--- src/rtl/psc_pkg.sv ---
`timescale 1ns / 1ps

package psc_pkg;

	// Pattern bytes that steer the checker.
	localparam logic [7:0] CH_NUL      = 8'h00;
	localparam logic [7:0] CH_BSLASH   = 8'h5C;
	localparam logic [7:0] CH_LPAREN   = 8'h28;
	localparam logic [7:0] CH_RPAREN   = 8'h29;
	localparam logic [7:0] CH_LBRACKET = 8'h5B;
	localparam logic [7:0] CH_RBRACKET = 8'h5D;
	localparam logic [7:0] CH_LBRACE   = 8'h7B;
	localparam logic [7:0] CH_RBRACE   = 8'h7D;
	localparam logic [7:0] CH_STAR     = 8'h2A;
	localparam logic [7:0] CH_PLUS     = 8'h2B;
	localparam logic [7:0] CH_QMARK    = 8'h3F;

	localparam int STATUS_W = 4;
	localparam int EPOS_W   = 10;
	localparam int PLEN_W   = 11;

	typedef enum logic [STATUS_W-1:0] {
		ST_OK            = 4'd0,
		ST_EMPTY         = 4'd1,
		ST_TOO_LONG      = 4'd2,
		ST_UNBAL_PAREN   = 4'd3,
		ST_UNBAL_BRACKET = 4'd4,
		ST_UNBAL_BRACE   = 4'd5,
		ST_OPEN_PAREN    = 4'd6,
		ST_OPEN_BRACKET  = 4'd7,
		ST_OPEN_BRACE    = 4'd8,
		ST_NESTED_QUANT  = 4'd9
	} status_t;

	typedef struct packed {
		logic [PLEN_W-1:0] pattern_len;
		logic [EPOS_W-1:0] error_pos;
		status_t           status;
	} verdict_t;

	function automatic logic is_quant(input logic [7:0] c);
		return (c == CH_STAR) || (c == CH_PLUS) || (c == CH_QMARK) || (c == CH_LBRACE);
	endfunction

endpackage

--- src/rtl/psc_tracker.sv ---
`timescale 1ns / 1ps

// Per-pattern scan state: depths, escape, first underflow, group quantifier
// watch. Verdict is combinational from the state for a terminator byte.
module psc_tracker #(
	parameter int MAX_PATTERN_LEN = 1024
) (
	input  logic               clk,
	input  logic               arst_n,
	input  logic               step,
	input  logic [7:0]         ch,
	output psc_pkg::verdict_t  verdict
);
	import psc_pkg::*;

	localparam int CNT_W = $clog2(MAX_PATTERN_LEN + 1);
	localparam int POS_W = (MAX_PATTERN_LEN > 2) ? $clog2(MAX_PATTERN_LEN) : 1;
	localparam logic [CNT_W-1:0] MAX_CNT = CNT_W'(MAX_PATTERN_LEN);

	logic [CNT_W-1:0] paren_q, bracket_q, brace_q, count_q;
	logic             esc_q, grp_open_q, group_quant_q, watch_q, nest_seen_q;
	status_t          syn_code_q;
	logic [POS_W-1:0] syn_pos_q, watch_pos_q, nest_pos_q;

	logic [CNT_W-1:0] paren_d, bracket_d, brace_d, count_d;
	logic             esc_d, grp_open_d, group_quant_d, watch_d, nest_seen_d;
	status_t          syn_code_d;
	logic [POS_W-1:0] syn_pos_d, watch_pos_d, nest_pos_d;
	logic [POS_W-1:0] pos;
	logic             full;

	assign full = (count_q >= MAX_CNT);
	assign pos  = count_q[POS_W-1:0];

	always_comb begin
		paren_d       = paren_q;
		bracket_d     = bracket_q;
		brace_d       = brace_q;
		count_d       = count_q;
		esc_d         = esc_q;
		grp_open_d    = grp_open_q;
		group_quant_d = group_quant_q;
		watch_d       = watch_q;
		watch_pos_d   = watch_pos_q;
		nest_seen_d   = nest_seen_q;
		nest_pos_d    = nest_pos_q;
		syn_code_d    = syn_code_q;
		syn_pos_d     = syn_pos_q;
		if (ch == CH_NUL) begin
			paren_d       = '0;
			bracket_d     = '0;
			brace_d       = '0;
			count_d       = '0;
			esc_d         = 1'b0;
			grp_open_d    = 1'b0;
			group_quant_d = 1'b0;
			watch_d       = 1'b0;
			watch_pos_d   = '0;
			nest_seen_d   = 1'b0;
			nest_pos_d    = '0;
			syn_code_d    = ST_OK;
			syn_pos_d     = '0;
		end else if (!full) begin
			count_d = count_q + 1'b1;
			if (esc_q) begin
				esc_d = 1'b0;
			end else begin
				// byte right after ')' is checked raw, backslash included
				if (watch_q) begin
					watch_d = 1'b0;
					if (is_quant(ch) && group_quant_q && !nest_seen_q) begin
						nest_seen_d = 1'b1;
						nest_pos_d  = watch_pos_q;
					end
				end
				if (ch == CH_BSLASH) begin
					esc_d = 1'b1;
				end else begin
					if (syn_code_q == ST_OK) begin
						case (ch)
							CH_LPAREN: paren_d = paren_q + 1'b1;
							CH_RPAREN: begin
								if (paren_q == '0) begin
									syn_code_d = ST_UNBAL_PAREN;
									syn_pos_d  = pos;
								end else begin
									paren_d = paren_q - 1'b1;
								end
							end
							CH_LBRACKET: bracket_d = bracket_q + 1'b1;
							CH_RBRACKET: begin
								if (bracket_q == '0) begin
									syn_code_d = ST_UNBAL_BRACKET;
									syn_pos_d  = pos;
								end else begin
									bracket_d = bracket_q - 1'b1;
								end
							end
							CH_LBRACE: brace_d = brace_q + 1'b1;
							CH_RBRACE: begin
								if (brace_q == '0) begin
									syn_code_d = ST_UNBAL_BRACE;
									syn_pos_d  = pos;
								end else begin
									brace_d = brace_q - 1'b1;
								end
							end
							default: ;
						endcase
					end
					if (ch == CH_LPAREN) begin
						grp_open_d    = 1'b1;
						group_quant_d = 1'b0;
					end else if (ch == CH_RPAREN) begin
						grp_open_d  = 1'b0;
						watch_d     = 1'b1;
						watch_pos_d = pos;
					end else if (grp_open_q && is_quant(ch)) begin
						group_quant_d = 1'b1;
					end
				end
			end
		end
	end

	always_ff @(posedge clk or negedge arst_n) begin
		if (!arst_n) begin
			paren_q       <= '0;
			bracket_q     <= '0;
			brace_q       <= '0;
			count_q       <= '0;
			esc_q         <= 1'b0;
			grp_open_q    <= 1'b0;
			group_quant_q <= 1'b0;
			watch_q       <= 1'b0;
			watch_pos_q   <= '0;
			nest_seen_q   <= 1'b0;
			nest_pos_q    <= '0;
			syn_code_q    <= ST_OK;
			syn_pos_q     <= '0;
		end else if (step) begin
			paren_q       <= paren_d;
			bracket_q     <= bracket_d;
			brace_q       <= brace_d;
			count_q       <= count_d;
			esc_q         <= esc_d;
			grp_open_q    <= grp_open_d;
			group_quant_q <= group_quant_d;
			watch_q       <= watch_d;
			watch_pos_q   <= watch_pos_d;
			nest_seen_q   <= nest_seen_d;
			nest_pos_q    <= nest_pos_d;
			syn_code_q    <= syn_code_d;
			syn_pos_q     <= syn_pos_d;
		end
	end

	// verdict precedence: empty, too long, first underflow, unclosed, nested
	always_comb begin
		verdict.status      = ST_OK;
		verdict.error_pos   = '0;
		verdict.pattern_len = PLEN_W'(count_q);
		if (count_q == '0) begin
			verdict.status = ST_EMPTY;
		end else if (full) begin
			verdict.status = ST_TOO_LONG;
		end else if (syn_code_q != ST_OK) begin
			verdict.status    = syn_code_q;
			verdict.error_pos = EPOS_W'(syn_pos_q);
		end else if (paren_q != '0) begin
			verdict.status = ST_OPEN_PAREN;
		end else if (bracket_q != '0) begin
			verdict.status = ST_OPEN_BRACKET;
		end else if (brace_q != '0) begin
			verdict.status = ST_OPEN_BRACE;
		end else if (nest_seen_q) begin
			verdict.status    = ST_NESTED_QUANT;
			verdict.error_pos = EPOS_W'(nest_pos_q);
		end
	end

endmodule

--- config.mk ---
export PLATFORM = sky130hd
export DESIGN_NAME = psc_tracker
export DESIGN_NICKNAME = d
export VERILOG_FILES = /design/src/rtl/psc_pkg.sv /design/src/rtl/psc_tracker.sv
export SDC_FILE = /design/constraint.sdc
export NUM_CORES = 1
export LEC_CHECK = 0
export BUFFER_PORTS_ARGS = -buffer_cell sky130_fd_sc_hd__buf_2
export CAP_MARGIN = 20
export CORE_UTILIZATION = 50
export DETAILED_ROUTE_END_ITERATION = 10
export GPL_ROUTABILITY_DRIVEN = 0
export PLACE_DENSITY = 0.71
export SETUP_SLACK_MARGIN = 0.5
export SLEW_MARGIN = 10
export SYNTH_ARGS = -nofsm -noshare
export SYNTH_HDL_FRONTEND = slang
export SYNTH_SLANG_ARGS = --single-unit
--- constraint.sdc ---
create_clock -name clk -period 2.5 [get_ports clk]
set_input_delay 0.375 -clock clk [delete_from_list [all_inputs] [get_ports clk]]
set_output_delay 0.375 -clock clk [all_outputs]
set_load 0.01 [all_outputs]
==> results of run 1 <==
==> layout make-up <==
class | count | area, µm² | area share
multi-input combinational | 473 | 3370 | 0.488
sequential | 82 | 2050 | 0.297
timing repair buffer | 135 | 1090 | 0.157
tap | 133 | 166 | 0.0241
clock buffer | 9 | 124 | 0.0179
clock inverter | 7 | 57.6 | 0.00832
inverter | 15 | 56.3 | 0.00814
==> sequential cells by signal, indices dropped and copies added (netlist names) <==
register,count
brace_q,11
nest_seen_q,1
syn_pos_q,10
grp_open_q,1
syn_code_q,3
watch_q,1
group_quant_q,1
bracket_q,11
nest_pos_q,10
watch_pos_q,10
count_q,11
esc_q,1
paren_q,11
==> synthesized netlist by cell type (3+ instances only) <==
cell,count
mux2i_1,3
a21o_1,5
a21oi_1,22
and2_1,4
inv_1,14
a31oi_1,11
o31ai_1,17
buf_2,6
nor2_1,46
nand2_1,104
xnor2_1,11
mux2_2,4
nand3_1,18
clkbuf_1,31
ha_1,11
or4_1,6
o21ai_0,73
a211oi_1,7
xor2_1,6
nor3_1,25
dfrtp_1,82
nand4_1,11
nand2b_1,5
or3_1,8
a22oi_1,11
nor4_1,11
and3_1,10
==> timing repair <==
item / 4_1_cts / 5_1_grt
endpoints found under the setup margin: 59 / 61
buffers inserted: 10 / 9
pin swaps: 35 / 42
cloned: 0 / 2
resized for setup: 46 / 77
==> through the flow <==
step                worst slack (ps)  std cells
floorplan                       -510        609
detailed placement              -395        817
CTS                             -151        843
finish                          -218        854
global route                    -282        854
global placement                -320        817
==> critical path, stage by stage (launching register included) <==
cell and delay (ps):
dfrtp_1 420, or4_4 570, nor3_4 260, buf_4 180, nand2_1 70, a31oi_1 180
o21ai_1 130, buf_2 170
==> routing by layer <==
| metal | GRT usage | routed length [µm] |
|---|---|---|
| met1 | 0.372 | 6410 |
| met3 | 0.0363 | 640 |
| met5 | 0 | 0 |
| met2 | 0.450 | 7290 |
| met4 | 0.127 | 290 |
==> worst max path at each step <==
stage,startpoint,to,slack [ps],cells after the start
2_1_floorplan,ch[5],bracket_q[10],-510,12
3_3_place_gp,ch[7],bracket_q[10],-320,11
3_5_place_dp,ch[7],bracket_q[10],-390,11
4_1_cts,bracket_q[7],verdict[10],-150,8
5_1_grt,bracket_q[7],verdict[4],-280,8
6_report,bracket_q[7],verdict[0],-220,7
==> where the power goes <==
part | internal, mW | switching, mW | total [mW] | leakage (nW)
Clock | 0.377 | 0.565 | 0.942 | 0.0886
Combinational | 0.262 | 0.342 | 0.604 | 1.85
Sequential | 1.42 | 0.132 | 1.55 | 1.08
Total | 2.06 | 1.04 | 3.09 | 3.02
==> cells by family after synthesis <==
group                    count (synthesis)  synth area share
AO/OA/AOI/OAI                          176             0.223
XOR/XNOR                                17            0.0299
adder cells (fa/ha/maj)                 11            0.0276
buffers and inverters                   54            0.0422
flip-flops                              82             0.412
multiplexers                             7            0.0151
AND/OR/NAND/NOR                        262             0.251
==> qor.txt, run 1 <==
run status -> complete, but fails checks
violated checks -> negative setup slack
Final setup violation count -> 14
netlist area before placement -> 4980 µm²
max-cap check violation count -> 0
instance area after placement -> 6040 µm²
clock latency on the worst-skew pair -> 370 ps
count of vias placed by the detailed router -> 5,098
Fmax achieved -> 368 MHz
total detailed-routing wirelength -> 14,600 µm
Critical Path Source Type -> register
required time of the critical path -> 2120 ps
antenna diode count -> 0
vias per std cell -> 5.97
Synth top area share -> 0.412
First DRT Iteration DRCs -> 376
Final Critical Period -> 2720 ps
top area cells in the synthesized netlist -> dfrtp_1, nand2_1, o21ai_0, nor2_1, ha_1
top-level I/O count -> 36
clock tree skew after final layout -> 10.4 ps
final slew viol count -> 0
EDFF count, synth -> 0
# DRC -> 0
final cell utilization of the core -> 0.711
worst hold slack -> 23.9 ps
fin area -> 6920 µm²
library cell occupying the most area in the post-synthesis netlist -> dfrtp_1
die width -> 102 µm
number of rows created at floorplan -> 36
number of global-route vias before repair -> 4,754
fin worst setup slack -> -218 ps
pin count of the biggest net entering global routing -> 48
total overflow reported by the global router -> 0
first-pass iteration count of the detailed router -> 5
TritonCTS clock tree -> done
Max IR drop VDD -> 0.259 mV
register-to-register setup slack -> 110 ps
Avg Synthesized Cell Area -> 8.19 µm²
P_leak -> 3.02 nW
Routed Antenna Nets -> 0
post-layout power -> 3.09 mW
total nets after synthesis -> 631
slew at the pin closest to its max-slew limit -> 690 ps
r2r endpoint -> syn_code_q[2]
Total GRT Usage -> 0.277
nets@finish -> 738
core area -> 9730 µm²
biggest fanout along the worst timing path -> 4
CTS Hold Bufs -> 0
maximum buffer depth of the clock tree -> 2
category of the critical setup timing path -> reg -> out
clk sinks -> 82
clk root buf -> clkbuf_8
kind of end point of the critical path -> output pin
pwr dens -> 447 nW/µm²
Num CTS Buffers -> 9
P&R area growth vs syn -> 38.8%
initial antenna violation count -> 0
Reg2Reg Launch Point -> bracket_q[7]
final hold violations -> 0
worst relative slew slack -> 0.536
Die Outline Area -> 10,400 µm²
detailed placement HPWL -> 9410 µm
count of input and output buffers -> 35
leading cell types in the layout, fill and taps excluded -> nand2_1, buf_4, dfrtp_1
portion of the post-synthesis area used by sequential elements -> 0.412
number of standard cells after synthesis -> 609
count of fill cells added during filler insertion -> 776
clock-pin slew of the registers on the worst-case setup and hold paths -> 100 ps
YS warnings -> 0
flip-flop and latch count after synthesis -> 82
most common library cell in the layout ignoring fill and taps -> nand2_1
starting utilization of the core area -> 0.512
number of library cell types mapped by synthesis -> 61
number of cell instances on the worst register-to-register path -> 7
async set-or-reset flop fraction in the synthesized netlist -> 1.00
vertical die dimension -> 102 µm
data arrival time at the worst-slack endpoint -> 2340 ps
share of the clock period used by the worst path -> 1.09
share of final-layout standard cells stronger than drive strength 1 -> 0.366
worst hold-check path type -> in -> async
top_reg_cell synth -> dfrtp_1
RSZ-0062 raised after global routing -> yes
TNS Setup -> -2430 ps
wire length of the first global-routing pass -> 22,500 µm
WL per Instance -> 17.1 µm
# H-tree levels -> 3
Power figures use the tool's default switching activity.
==> run 2: changes to the inputs <==
- BUFFER_PORTS_ARGS: -buffer_cell sky130_fd_sc_hd__buf_2 -> -buffer_cell sky130_fd_sc_hd__buf_4
==> run 2 against run 1 <==
Effect of this change: the run still ends with negative setup slack left; via count rose by 1.6%; core utilization rose by 2.1 points; largest power group unchanged; hold slack improved by 290 ps; count of clock-buffer cells in the layout unchanged; critical path depth did not move; combinational power grew 18%; final cell count is 1.2% higher; non-clock buffer count is 9 higher; flip-flop and latch count stayed put; setup slack better by 5.8 ps.
==> qor.txt, run 2 (synthesis gave the netlist of run 1 again) <==
run status -> complete, but fails checks
violated checks -> negative setup slack
core area -> 9730 µm²
worst hold slack -> 315 ps
sequential cell fraction of total power -> 0.481
count of input and output buffers -> 35
antenna diode count -> 0
Max IR drop VDD -> 0.295 mV
kind of end point of the critical path -> output pin
clock-pin slew of the registers on the worst-case setup and hold paths -> 100 ps
Post-Place Setup Slack -> -407 ps
category of the critical setup timing path -> reg -> out
CP Buf/Inv Count -> 1
combined area of the multi-input logic cells -> 3400 µm²
Routed Antenna Nets -> 0
RSZ-0062 raised after global routing -> yes
First DRT Iteration DRCs -> 350
Critical Path Source Type -> register
clock tree skew after final layout -> 16.0 ps
TritonCTS clock tree -> done
required time of the critical path -> 2120 ps
top-level I/O count -> 36
vertical die dimension -> 102 µm
number of rows created at floorplan -> 36
number of global-route vias before repair -> 4,667
internal power consumption -> 2.12 mW
Final Critical Period -> 2710 ps
total overflow reported by the global router -> 0
count of fill cells added during filler insertion -> 677
P&R area growth vs syn -> 42.8%
clk sinks -> 82
Num CTS Buffers -> 9
highest-utilization routing layer at the global route stage -> met2
crit-path leading delay family -> simple AND/OR/NAND/NOR gates
Total GRT Usage -> 0.273
Die Outline Area -> 10,400 µm²
# H-tree levels -> 3
pwr dens -> 446 nW/µm²
combinational share of power -> 0.225
fin area -> 7120 µm²
initial antenna violation count -> 0
share of final-layout standard cells stronger than drive strength 1 -> 0.376
met1 Usage GRT -> 0.369
starting utilization of the core area -> 0.512
data arrival time at the worst-slack endpoint -> 2340 ps
most common library cell in the layout ignoring fill and taps -> buf_4
share of the clock period used by the worst path -> 1.08
net switching share of the total power -> 0.331
P_leak -> 3.09 nW
peak per-stage delay on the critical path -> 530 ps
# DRC -> 0
nets@finish -> 748
count of vias placed by the detailed router -> 5,179
met3 capacity usage during global routing -> 0.0431
worst relative slew slack -> 0.478
critical-path cell list -> or4_4, nor3_4, nand3_4, nor2_4, a22oi_1, nor2_1, buf_4
Final setup violation count -> 14
instance area after placement -> 6150 µm²
biggest fanout along the worst timing path -> 5
leading cell types in the layout, fill and taps excluded -> buf_4, nand2_1, dfrtp_1
die width -> 102 µm
worst hold-check path type -> in -> reg
post-layout power -> 3.18 mW
FF/Latch Area -> 2050 µm²
pin count of the biggest net entering global routing -> 37
wire length of the first global-routing pass -> 22,100 µm
vias per std cell -> 5.99
Fmax achieved -> 369 MHz
TNS Setup -> -2280 ps
final hold violations -> 0
total detailed-routing wirelength -> 15,000 µm
fin worst setup slack -> -212 ps
share of total power in the clock network -> 0.293
global-route track usage on met2 -> 0.449
detailed placement HPWL -> 9540 µm
maximum buffer depth of the clock tree -> 2
final slew viol count -> 0
first-pass iteration count of the detailed router -> 5
slew at the pin closest to its max-slew limit -> 779 ps
clk root buf -> clkbuf_8
switching power -> 1.05 mW
max-cap check violation count -> 0
cell type of the slowest stage on the worst timing path -> or4_4
WL per Instance -> 17.4 µm
clock latency on the worst-skew pair -> 370 ps
run 2: cell count changes in the layout (fill, tap and decap cells not counted), moves of 4 or more:
| cell | before | now |
|---|---|---|
| a22oi_2 | 0 | 5 |
| buf_4 | 81 | 117 |
| o21ai_1 | 19 | 13 |
| buf_2 | 29 | 0 |
| o21ai_0 | 43 | 47 |
| a22oi_1 | 11 | 6 |
run 2: final cells by class:
cell class	count	area share
multi-input cells	474	0.477
flip-flops and latches	82	0.289
repair buffers	144	0.175
well taps	133	0.0234
clock buffers	9	0.0174
inverters	15	0.00967
clock inverters	7	0.00844
run 2: stage by stage:
step           std cells  utilization
6_report             864        0.731
5_1_grt              864        0.731
4_1_cts              844        0.682
3_5_place_dp         818        0.632
3_3_place_gp         818        0.632
2_1_floorplan        609            -
run 2: worst paths after layout:
| kind | from | to | slack [ps] | cells after the start |
|---|---|---|---|---|
| worst max-delay path | bracket_q[8] | verdict[9] | -210 | 7 |
| worst min-delay path | step | count_q[7] | 310 | 2 |
| worst max register to register | bracket_q[8] | syn_code_q[1] | 100 | 8 |
| worst min register to register | nest_pos_q[5] | nest_pos_q[5] | 490 | 2 |
| max in group asynchronous | arst_n | paren_q[1] | 1390 | 3 |
| min in group asynchronous | arst_n | paren_q[6] | 490 | 2 |
run 2: power groups by stage:
stage	clock [mW]	sequential, mW	combinational, mW
5_1_grt	1.01	1.54	0.786
3_5_place_dp	0	1.55	0.631
3_3_place_gp	0	1.54	0.611
4_1_cts	0.945	1.52	0.663
6_report	0.932	1.53	0.715
2_1_floorplan	0	1.55	0.314
run 2: layer usage:
metal,routed length [µm],up-vias
li1,-,2454
met3,755,21
met5,0,-
met4,153,0
met1,6570,2496
met2,7560,208
run 2: repair_timing:
action                                  CTS  global route
hold buffers                              1             0
pin swaps                                34            41
gates resized for setup                  62            71
endpoints found under the setup margin   60            70
cloned                                    1             2
setup buffers                             8            18
endpoints found under the hold margin    27             0
==> run 3: changes to the inputs <==
- CORE_MARGIN: unset -> 4
- CORE_UTILIZATION: 50 -> 33
- PLACE_DENSITY: 0.71 -> 0.51
==> run 3 against run 2 <==
Effect of this change: the flow still finishes with violations (negative setup slack); non-clock buffer count shrank 1; combinational power grew 0.8%; flip-flop and latch count is the same; critical endpoint is now verdict[1]; largest cell class unchanged.
==> qor.txt, run 3 (synthesis gave the netlist of run 1 again) <==
run status -> complete, but fails checks
violated checks -> negative setup slack
clock latency on the worst-skew pair -> 360 ps
pin count of the biggest net entering global routing -> 45
Max IR drop VDD -> 0.349 mV
RSZ-0062 raised after global routing -> yes
detailed placement HPWL -> 10,200 µm
count of vias placed by the detailed router -> 4,916
die width -> 131 µm
Critical Path Source Type -> register
total overflow reported by the global router -> 0
wire length of the first global-routing pass -> 24,700 µm
Final Critical Period -> 2720 ps
First DRT Iteration DRCs -> 195
category of the critical setup timing path -> reg -> out
# DRC -> 0
core area -> 14,600 µm²
max-cap check violation count -> 0
data arrival time at the worst-slack endpoint -> 2340 ps
pwr dens -> 489 nW/µm²
WL per Instance -> 17.0 µm
top-level I/O count -> 36
Die Outline Area -> 17,100 µm²
clk sinks -> 82
clk root buf -> clkbuf_16
Total GRT Usage -> 0.182
Final setup violation count -> 24
first-pass iteration count of the detailed router -> 4
Num CTS Buffers -> 9
number of rows created at floorplan -> 44
most common library cell in the layout ignoring fill and taps -> buf_4
maximum buffer depth of the clock tree -> 2
worst setup path startpoint -> bracket_q[2]
slew at the pin closest to its max-slew limit -> 392 ps
antenna diode count -> 0
vertical die dimension -> 131 µm
share of the clock period used by the worst path -> 1.09
biggest fanout along the worst timing path -> 3
fin worst setup slack -> -217 ps
total detailed-routing wirelength -> 15,500 µm
leading cell types in the layout, fill and taps excluded -> buf_4, nand2_1, dfrtp_1
TritonCTS clock tree -> done
Post-Place Setup Slack -> -391 ps
count of fill cells added during filler insertion -> 1,390
nets@finish -> 746
Fmax achieved -> 368 MHz
TNS Setup -> -2950 ps
share of final-layout standard cells stronger than drive strength 1 -> 0.373
starting utilization of the core area -> 0.340
kind of end point of the critical path -> output pin
clock-pin slew of the registers on the worst-case setup and hold paths -> 70 ps
vias per std cell -> 5.38
# H-tree levels -> 3
worst hold-check path type -> in -> reg
final slew viol count -> 0
worst relative slew slack -> 0.737
number of global-route vias before repair -> 4,809
start point of the worst hold path -> step
P_leak -> 3.16 nW
Reg2Reg Launch Point -> bracket_q[2]
P&R area growth vs syn -> 47.2%
count of input and output buffers -> 35
initial antenna violation count -> 0
required time of the critical path -> 2120 ps
final cell utilization of the core -> 0.501
final hold violations -> 0
Routed Antenna Nets -> 0
clock tree skew after final layout -> 10.1 ps
## run 3: changes by cell type in the layout (fill, tap and decap cells not counted), moves of 6 or more
cell / before / now
buf_4: 117 / 106
clkbuf_16: 1 / 10
clkbuf_8: 9 / 0
buf_6: 18 / 26
o21ai_0: 47 / 41
o31ai_2: 9 / 3
## run 3: layer usage
layer / share of wire / GRT usage / vias to the layer above
li1: - / - / 2455
met1: 0.47 / 0.251 / 2361
met2: 0.48 / 0.285 / 79
met3: 0.031 / 0.0407 / 21
met4: 0.014 / 0.0551 / 0
met5: 0 / 0 / -
## run 3: layout make-up
cell class | count | area (µm²) | area share
clock buffers | 9 | 225 | 0.0307
clock inverters | 7 | 67.6 | 0.00921
inverters | 15 | 58.8 | 0.00801
multi-input cells | 473 | 3400 | 0.463
flip-flops and latches | 82 | 2050 | 0.280
well taps | 184 | 230 | 0.0314
repair buffers | 143 | 1300 | 0.177
## run 3: path summary, 6_finish.rpt
path                                       end  slack [ps]  cells after the start
max in group asynchronous         bracket_q[1]        1420                      3
worst min-delay path                count_q[7]         340                      2
worst max-delay path                verdict[1]        -220                      7
worst min register to register  watch_pos_q[3]         480                      2
min in group asynchronous           paren_q[6]         490                      2
worst max register to register    syn_pos_q[6]         -90                     11
## run 3: critical path, cell delays in order (launching register included)
cell     delay, ps
dfrtp_1        380
or4_4          570
nor3_4         270
buf_4          150
buf_6          100
a21oi_1         80
o31a_1         290
buf_6          140
## run 3: metrics by stage
stage	std cells	total power, mW	hold slack [ps]	cell area [µm²]
after global placement	876	2.19	326	6290
after global routing	913	3.77	354	7340
after CTS	902	3.58	334	6800
after detailed placement	876	2.20	325	6290
after floorplan	609	1.86	79.4	5320
final	913	3.59	343	7340
## run 3: repair_timing
action,in CTS,in global routing
pin swaps,27,32
resized for setup,30,111
hold buffers,1,0
endpoints found under the setup margin,57,72
cloned,1,2
buffers inserted,8,9
hold endpoints to repair,22,0
## run 3: power breakdown
part	internal, mW	total, mW	switching (mW)
Clock	0.704	1.35	0.643
Sequential	1.42	1.52	0.103
Combinational	0.327	0.721	0.394
